**src/hw/rtl/gni_ram.sv**
```systemverilog
// Generic single-write, single-read RAM with registered read data.
module gni_ram #(
	parameter int WIDTH = 8,
	parameter int DEPTH = 16
) (
	input  logic                     clk,
	input  logic                     we,
	input  logic [$clog2(DEPTH)-1:0] waddr,
	input  logic [WIDTH-1:0]         wdata,
	input  logic                     re,
	input  logic [$clog2(DEPTH)-1:0] raddr,
	output logic [WIDTH-1:0]         rdata
);
	logic [WIDTH-1:0] mem [DEPTH];

	always_ff @(posedge clk) begin
		if (we)
			mem[waddr] <= wdata;
		if (re)
			rdata <= mem[raddr];
	end
endmodule
```
**config.mk**
```make
export PLATFORM = sky130hd
export DESIGN_NAME = gni_ram
export DESIGN_NICKNAME = d
export VERILOG_FILES = /design/src/hw/rtl/gni_ram.sv
export SDC_FILE = /design/constraint.sdc
export NUM_CORES = 1
export LEC_CHECK = 0
export BUFFER_PORTS_ARGS = -buffer_cell sky130_fd_sc_hd__buf_2
export CELL_PAD_IN_SITES_DETAIL_PLACEMENT = 0
export CELL_PAD_IN_SITES_GLOBAL_PLACEMENT = 2
export CORE_UTILIZATION = 43
export DETAILED_ROUTE_END_ITERATION = 10
export HOLD_SLACK_MARGIN = 0.08
export PLACE_DENSITY = 0.78
export SYNTH_ARGS = -nofsm -noshare
export SYNTH_HDL_FRONTEND = slang
export SYNTH_SLANG_ARGS = --single-unit
```
**constraint.sdc**
```tcl
create_clock -name clk -period 1.9 [get_ports clk]
set_input_delay 0 -clock clk [delete_from_list [all_inputs] [get_ports clk]]
set_output_delay 0 -clock clk [all_outputs]
set_load 0.01 [all_outputs]
```
==> metrics.md, run 1 <==
| Metric | Value |
|---|---|
| CTS root buf | clkbuf_16 |
| Synth Cell Area | 5228 µm² |
| Worst R2R Path Depth | 3 |
| Row cnt | 39 |
| CTS tree | yes |
| Vias per cell | 5.476 |
| Setup TNS | 0 ns |
| Worst VDD drop | 0.6905 mV |
| Reg2reg end | rdata[5] |
| Layout cell share with drive strength beyond 1 | 29.32% |
| Gp weighted congestion | 0.6575 |
| Syn Nets | 248 |
| Synthesis Warnings | 0 |
| CP startpoint kind | flop |
| Full die area | 12600 µm² |
| Post-synthesis cell type count | 18 |
| Vias in the first global route | 2507 |
| Port bufs | 26 |
| Yosys reg bits | 136 |
| Antenna diodes | 0 |
| I/O Pins | 27 |
| Data arrival time of the critical path | 1.64 ns |
| Cells after Synth | 229 |
| DRC errors left | 3 |
| Type of the worst setup path | flop to flop |
| Least-Margin Pin Slew | 0.3821 ns |
| Outcome | complete, but fails checks |
| WL/cell | 22.17 µm |
| Most frequent cells in the layout | 136 x edfxtp_1, 26 x buf_2, 19 x buf_4 |
| Die width | 112.3 µm |
| Max_slew headroom | 74.53% |
| Post-CTS setup buffer count | 0 |
| Nets@finish | 313 |
| CTS Sinks | 136 |
| Vias | 2464 |
| Setup violators final | 0 |
| Worst setup path end | rdata[5] |
| Tmin final | 1.485 ns |
| Initial Utilization | 45.01% |
| Remaining antenna violation count | 0 |
| Critical Path Sink Type | flop |
| Initial antenna violation count | 0 |
| Pwr Total | 7.004 mW |
| Clock skew | 0.006995 ns |
| First-pass GRT wire length | 15.15 mm |
| DR iter-0 viols | 164 |
| Drt first pass iters | 7 |
| Final Cycle Share | 78.14% |
| GRT Total Usage | 17.59% |
| Reg2reg start | mem[7][5] |
| Sequential share of the synthesized area | 78.12% |
| Final hold viol count | 0 |
| CTS Buf Count | 17 |
| H-tree depth | 4 |
| Post-DP HPWL | 6.131 mm |
| Required @ worst endpoint | 2.06 ns |
| Final WL | 9.975 mm |
| Total gr overflow | 0 |
| Skew-Pair Late Insertion Delay | 0.41 ns |
| Die Ht | 112.3 µm |
| Core Footprint | 11610 µm² |
| F_max | 673.6 MHz |
| Leakage Power | 2.152 nW |
| CTS Buffer Depth | 2 |
| Max_cap viols | 0 |
| RSZ-0062 raised after global routing | no |
| Maximum net fanout on the critical path | 1 |
| CP startpoint | mem[7][5] |
| Failing checks | design-rule violations |
| Mean Syn Cell Area | 22.83 µm² |
| Final Max Slew Viols | 0 |
| Hold wc startpoint | waddr[0] |
| Worst hold path type | primary input to flop |
| Commonest non-fill, non-tap cell in the layout | edfxtp_1 |
| Clock slew at reported path FFs | 0.05 ns |
| R2r setup slk | 0.42 ns |
| Largest net degree at the start of global routing | 33 |
| Hold Slack | 0.1476 ns |
| Area Growth Syn to Fin | 20.82% |
| Pwr dens | 1109 nW/µm² |
## cell type report
cell class                      instances  area [µm²]
Clock buffer                           20       436.7
Clock inverter                         12       156.4
Fill cell                             892        5298
Multi-Input combinational cell         83        1057
Sequential cell                       136        4084
Tap cell                              143       178.9
Timing Repair Buffer                   56       402.9
## per-stage QoR
| step | setup WS [ns] | util [%] | cells | area (µm²) |
|---|---|---|---|---|
| 2_1_floorplan | 0.4071 | - | 229 | 5228 |
| 3_3_place_gp | 0.3161 | 48.50 | 409 | 5633 |
| 3_5_place_dp | 0.3019 | 48.50 | 409 | 5633 |
| 4_1_cts | 0.3666 | 54.38 | 450 | 6316 |
| 5_1_grt | 0.3228 | 54.38 | 450 | 6316 |
| 6_report | 0.4154 | 54.38 | 450 | 6316 |
## timing repair
action	4_1_cts	5_1_grt
endpoints found under the hold margin	136	0
hold buffers	9	0
gates resized for setup	0	0
## how the worst min path moves through the flow
| stage | to | slack, ns | cells after the start |
|---|---|---|---|
| floorplan | mem[0][0] | 0.1 | 0 |
| global route | mem[8][0] | 0.17 | 3 |
| detailed placement | rdata[3] | 0.39 | 1 |
| global placement | mem[14][2] | 0.39 | 1 |
| finish | mem[8][4] | 0.15 | 3 |
| CTS | mem[8][2] | 0.14 | 3 |
## kinds of logic (layout without fill, tap and decap cells)
logic type      Yosys count  count (layout)  synth area share [%]
flops                   136             136                 78.12
mux                      32              32                 14.79
buf+inv                  10              88                 1.651
compound gates           16              16                 2.298
simple gates             35              35                 3.136
## synthesized netlist by cell type (all sizes together)
cell           instances  share of area [%]
buf                    7                1.1
nor2                  13               0.93
and2                   1               0.12
nand2                  9               0.65
or3b                   1               0.17
clkdlybuf4s25          3               0.57
nand3b                 2               0.29
and2b                  1               0.14
mux4                  32                 15
nor3                   4               0.38
a22oi                 16                2.3
nor2b                  1               0.12
nand2b                 2               0.24
edfxtp               136                 78
nand3                  1              0.096
## flip-flops by register name, indices dropped and copies added, names as in the netlist
register,cells
mem,128
rdata,8
## layer usage
layer | global-route usage, % | part of all wire [%] | vias to the layer above
li1 | - | - | 1110
met4 | 5.600 | 0.97 | 0
met5 | 0 | 0 | -
met1 | 23.75 | 44 | 1266
met2 | 27.41 | 50 | 80
met3 | 5.724 | 5.3 | 8
## where the power goes
| group | internal [mW] | total [mW] | leakage [nW] | switching (mW) |
|---|---|---|---|---|
| registers | 3.38 | 3.40 | 1.24 | 0.0184 |
| clock network | 2.16 | 3.27 | 0.285 | 1.11 |
| logic | 0.147 | 0.329 | 0.631 | 0.182 |
## worst max-delay path, stage by stage, from the launching register on
cell	delay, ns
edfxtp_1	0.36
mux4_2	0.54
a22oi_1	0.24
nand2_1	0.09
Power figures use the tool's default switching activity.
==> run 2, diff against run 1 <==
--- a/config.mk
+++ b/config.mk
@@ -11,7 +11,7 @@
 export CORE_UTILIZATION = 43
 export DETAILED_ROUTE_END_ITERATION = 10
 export HOLD_SLACK_MARGIN = 0.08
-export PLACE_DENSITY = 0.78
+export PLACE_DENSITY = 0.81
 export SYNTH_ARGS = -nofsm -noshare
 export SYNTH_HDL_FRONTEND = slang
 export SYNTH_SLANG_ARGS = --single-unit
==> constraint.sdc (replaced) <==
create_clock -name clk -period 1.2 [get_ports clk]
set_input_delay 0 -clock clk [delete_from_list [all_inputs] [get_ports clk]]
set_output_delay 0 -clock clk [all_outputs]
set_load 0.01 [all_outputs]
==> run 2 against run 1 <==
The run ends with design-rule violations, negative setup slack left. Non-clock buffer count increased by 12. Critical endpoint unchanged. Critical path type unchanged. Sequential cell count unchanged. Utilization increased by 1.4 points.
==> metrics.md, run 2 (same netlist as run 1, synthesis figures left out) <==
| Metric | Value |
|---|---|
| Outcome | complete, but fails checks |
| Failing checks | design-rule violations, negative setup slack |
| Register area | 4084 µm² |
| Most flops, register | mem |
| Post-DP HPWL | 6.388 mm |
| F_max | 686.7 MHz |
| H-tree depth | 4 |
| Hold Path Sink | mem[4][1] |
| Die Ht | 112.3 µm |
| Hold wc startpoint | waddr[0] |
| Area of the multi-input gates | 1035 µm² |
| CP max stage delay | 0.47 ns |
| Die width | 112.3 µm |
| Tmin final | 1.456 ns |
| Setup slack after layout | -0.2561 ns |
| Initial Utilization | 45.01% |
| I/O Pins | 27 |
| CTS root buf | clkbuf_16 |
| Type of the worst setup path | flop to flop |
| Commonest non-fill, non-tap cell in the layout | edfxtp_1 |
| Worst hold path type | primary input to flop |
| CTS Buf Count | 17 |
| Placed cells | 422 |
| Reg2reg end | rdata[5] |
| Core Footprint | 11610 µm² |
| R2r setup slk | -0.26 ns |
| Clock slew at reported path FFs | 0.06 ns |
| Row cnt | 39 |
| DP Area | 5720 µm² |
| Data arrival time of the critical path | 1.61 ns |
| CP bufs+invs | 0 |
| Clock skew | 0.005986 ns |
| Remaining antenna violation count | 0 |
| Layout cell share with drive strength beyond 1 | 40.75% |
| Antenna diodes | 0 |
| Max_cap viols | 0 |
| Final WL | 10.19 mm |
| GRT Total Usage | 17.96% |
| Vias | 2562 |
| CP startpoint kind | flop |
| Hold path depth | 3 |
| Required @ worst endpoint | 1.35 ns |
| Drt first pass iters | 8 |
| Leading registers by flop count | mem (128), rdata (8) |
| Vias in the first global route | 2641 |
| Total gr overflow | 0 |
| Gp weighted congestion | 0.7281 |
| WL/cell | 22.06 µm |
| Fillers | 869 |
| Setup TNS | -1.727 ns |
| Critical Path Sink Type | flop |
| Final std cells w/o fill | 462 |
| RSZ-0062 raised after global routing | yes |
| Initial antenna violation count | 0 |
| Vias per cell | 5.545 |
| Least-Margin Pin Slew | 0.7560 ns |
| Skew-Pair Late Insertion Delay | 0.41 ns |
| Nets@finish | 325 |
| Slowest stage cell, crit path | mux4_2 |
| Worst VDD drop | 1.064 mV |
| Hold Slack | 0.1549 ns |
| Final Cycle Share | 121.3% |
| CTS Sinks | 136 |
| Most frequent cells in the layout | 136 x edfxtp_1, 32 x mux4_2, 28 x buf_4 |
| Pwr dens | 1790 nW/µm² |
| DRC errors left | 3 |
| Largest net degree at the start of global routing | 17 |
| Final Max Slew Viols | 0 |
| Cell family with most CP delay | multiplexers |
| DR iter-0 viols | 155 |
| First-pass GRT wire length | 15.46 mm |
| CTS tree | yes |
| Maximum net fanout on the critical path | 1 |
| Port bufs | 26 |
| Max_slew headroom | 49.42% |
| Reg2reg start | mem[10][5] |
| Leakage Power | 2.181 nW |
| Worst R2R Path Depth | 3 |
| Setup violators final | 8 |
| Area Growth Syn to Fin | 23.96% |
| Final hold viol count | 0 |
| Post-route cell area | 6480 µm² |
| Full die area | 12600 µm² |
| CTS Buffer Depth | 2 |
| Largest register FFs | 128 |
| Final core utilization | 55.80% |
| Crit-path cells | mux4_2 -> a22oi_1 -> nand2_1 |
## run 2: area by class of cell
class,count,area share [%]
repair buffers,68,8.187
clock inverters,15,3.495
flip-flops and latches,136,63.02
clock buffers,17,6.565
well taps,143,2.761
multi-input cells,83,15.97
## run 2: per-stage QoR
stage	power, mW	worst slack (ns)
2_1_floorplan	5.764	-0.06637
3_3_place_gp	6.041	-0.3809
3_5_place_dp	6.057	-0.4214
4_1_cts	11.67	-0.2764
5_1_grt	11.92	-0.2795
6_report	11.60	-0.2561
## run 2: per-layer routing
metal / global-route usage (%) / wire [µm]
met4: 9.067 / 257
met2: 28.41 / 5071
met3: 5.076 / 664
met1: 22.97 / 4198
met5: 0 / 0
## run 2: power by group
group / total, mW / leakage, nW / switching [mW] / internal [mW]
Combinational: 0.605 / 0.647 / 0.324 / 0.282
Sequential: 5.38 / 1.24 / 0.0262 / 5.35
Clock: 5.61 / 0.298 / 1.92 / 3.69
## run 2: worst max-delay path by stage
stage               startpoint       end  slack, ns  cells after the start
finish              mem[10][5]  rdata[5]      -0.26                      3
global route         mem[5][2]  rdata[2]      -0.28                      3
CTS                 mem[15][3]  rdata[3]      -0.28                      4
global placement      raddr[0]  rdata[0]      -0.38                      6
floorplan            mem[3][0]  rdata[0]      -0.07                      3
detailed placement    raddr[0]  rdata[0]      -0.42                      6
## run 2: timing repair
item                                   4_1_cts  5_1_grt
endpoints found under the hold margin      136        0
resized for setup                            2        3
hold buffers                                 9        0
setup buffers                                0        0
setup endpoints to repair                    8        8
pin swaps                                    0        3
## run 2: worst register-to-register path, stage by stage (launching register included)
cell      delay [ns]
edfxtp_1        0.37
mux4_2          0.47
a22oi_1         0.27
nand2_1         0.10
==> run 3, diff against run 2 <==
--- a/config.mk
+++ b/config.mk
@@ -11,7 +11,7 @@
 export CORE_UTILIZATION = 43
 export DETAILED_ROUTE_END_ITERATION = 10
 export HOLD_SLACK_MARGIN = 0.08
-export PLACE_DENSITY = 0.81
+export PLACE_DENSITY = 0.78
 export SYNTH_ARGS = -nofsm -noshare
 export SYNTH_HDL_FRONTEND = slang
 export SYNTH_SLANG_ARGS = --single-unit
==> constraint.sdc (replaced) <==
create_clock -name clk -period 1.4 [get_ports clk]
set_input_delay 0 -clock clk [delete_from_list [all_inputs] [get_ports clk]]
set_output_delay 0 -clock clk [all_outputs]
set_load 0.01 [all_outputs]
==> run 3 against run 2 <==
The run still ends with design-rule violations, negative setup slack left. Via count down 2.6%. Routed wire length down 1.4%. Clock power down 14%. Cell area down 0.79%. Cell count down 1.7%. Global-route usage down 0.29 points. Count of clock-buffer cells in the layout up 5. Clock skew up 0.0027 ns. First-iteration DRC count up 11%.
==> metrics.md, run 3 (same netlist as run 1, synthesis figures left out) <==
| Metric | Value |
|---|---|
| CTS tree | yes |
| Leading registers by flop count | mem (128), rdata (8) |
| Clock slew at reported path FFs | 0.06 ns |
| Vias per cell | 5.498 |
| Worst hold path type | primary input to flop |
| Core Footprint | 11610 µm² |
| Final std cells w/o fill | 454 |
| CTS Buf Count | 17 |
| DRC errors left | 3 |
| Required @ worst endpoint | 1.56 ns |
| Critical Path Sink Type | flop |
| Total gr overflow | 0 |
| Nets@finish | 317 |
| Failing checks | design-rule violations, negative setup slack |
| Type of the worst setup path | flop to flop |
| Clock skew | 0.008643 ns |
| F_max | 701.3 MHz |
| Least-Margin Pin Slew | 0.8776 ns |
| Remaining antenna violation count | 0 |
| RSZ-0062 raised after global routing | yes |
| Layout cell share with drive strength beyond 1 | 36.98% |
| Max_slew headroom | 41.27% |
| Drt first pass iters | 7 |
| Final Max Slew Viols | 0 |
| Data arrival time of the critical path | 1.59 ns |
| Final Cycle Share | 101.9% |
| WL/cell | 22.14 µm |
| Skew-Pair Late Insertion Delay | 0.41 ns |
| Max_cap viols | 0 |
| Placed cells | 413 |
| Setup slack after layout | -0.02593 ns |
| Outcome | complete, but fails checks |
| Fillers | 882 |
| Die width | 112.3 µm |
| GRT Total Usage | 17.67% |
| Port bufs | 26 |
| Largest register FFs | 128 |
| CTS root buf | clkbuf_16 |
| Gp weighted congestion | 0.7284 |
| Most flops, register | mem |
| Maximum net fanout on the critical path | 1 |
| Final WL | 10.05 mm |
| CTS Buffer Depth | 2 |
| Area Growth Syn to Fin | 22.98% |
| Die Ht | 112.3 µm |
| DR iter-0 viols | 172 |
| CP startpoint kind | flop |
| Row cnt | 39 |
| Worst VDD drop | 0.8644 mV |
| Initial Utilization | 45.01% |
| I/O Pins | 27 |
| Post-DP HPWL | 6.298 mm |
| Initial antenna violation count | 0 |
| H-tree depth | 4 |
| CTS Sinks | 136 |
| Most frequent cells in the layout | 136 x edfxtp_1, 28 x mux4_2, 26 x buf_2 |
| R2r setup slk | -0.03 ns |
| Hold Slack | 0.1597 ns |
| Largest net degree at the start of global routing | 31 |
| Leakage Power | 2.171 nW |
| Vias in the first global route | 2610 |
| Commonest non-fill, non-tap cell in the layout | edfxtp_1 |
| Setup violators final | 3 |
| Final hold viol count | 0 |
| Vias | 2496 |
| Pwr dens | 1546 nW/µm² |
| Full die area | 12600 µm² |
| First-pass GRT wire length | 15.55 mm |
| Final core utilization | 55.35% |
| Tmin final | 1.426 ns |
| Antenna diodes | 0 |
run 3: changes by cell type in the layout (fill, tap and decap cells not counted), sizes merged:
cell,before,now
buf,59,51
clkinvlp,6,0
bufinv,5,6
inv,1,0
clkbuf,17,22
clkinv,3,4
run 3: worst paths after layout:
check,from,endpoint,cells after the start
min reg2reg,mem[12][2],rdata[2],3
max reg2reg,mem[11][0],rdata[0],3
min,waddr[0],mem[0][2],3
max,mem[11][0],rdata[0],3
run 3: routing by layer:
metal / wire (µm) / GRT usage, % / part of all wire [%] / vias to the layer above
met5: 0 / 0 / 0 / -
met4: 144 / 7.289 / 1.4 / 0
met2: 4838 / 26.42 / 48 / 69
li1: - / - / - / 1108
met3: 486 / 5.130 / 4.8 / 10
met1: 4582 / 24.56 / 46 / 1309
run 3: stage by stage:
stage	TNS (ns)	setup WS, ns	power (mW)	instance area [µm²]
3_5_place_dp	-1.029	-0.1841	5.147	5693
2_1_floorplan	0	0.08857	4.932	5233
3_3_place_gp	-0.9539	-0.1909	5.136	5693
4_1_cts	-0.06115	-0.03002	10.01	6437
6_report	-0.04665	-0.02593	9.940	6429
5_1_grt	-0.3058	-0.07291	10.22	6429
run 3: area by class of cell:
| cell class | instances | area, µm² | share of cell area [%] |
|---|---|---|---|
| Timing Repair Buffer | 60 | 457.9 | 7.123 |
| Sequential cell | 136 | 4084 | 63.53 |
| Multi-Input combinational cell | 83 | 1065 | 16.56 |
| Clock buffer | 22 | 444.2 | 6.909 |
| Tap cell | 143 | 178.9 | 2.783 |
| Clock inverter | 10 | 198.9 | 3.095 |
run 3: power breakdown:
part	switching [mW]	total, mW	internal, mW
Combinational	0.260	0.485	0.225
Sequential	0.0247	4.62	4.59
Clock	1.52	4.84	3.32
Total	1.80	9.94	8.14
run 3: worst max-delay path, cell delays in order, from the launching register on:
cell and delay [ns]:
edfxtp_1 0.37, mux4_2 0.50, a22oi_1 0.24, nand2_1 0.07
run 3: what timing repair did:
item                                    4_1_cts  5_1_grt
hold endpoints to repair                    136        0
gates cloned                                  0        0
endpoints found under the setup margin        8        8
pin swaps                                     5        1
setup buffers                                 0        0
hold buffers                                  9        0
resized for setup                            11        7
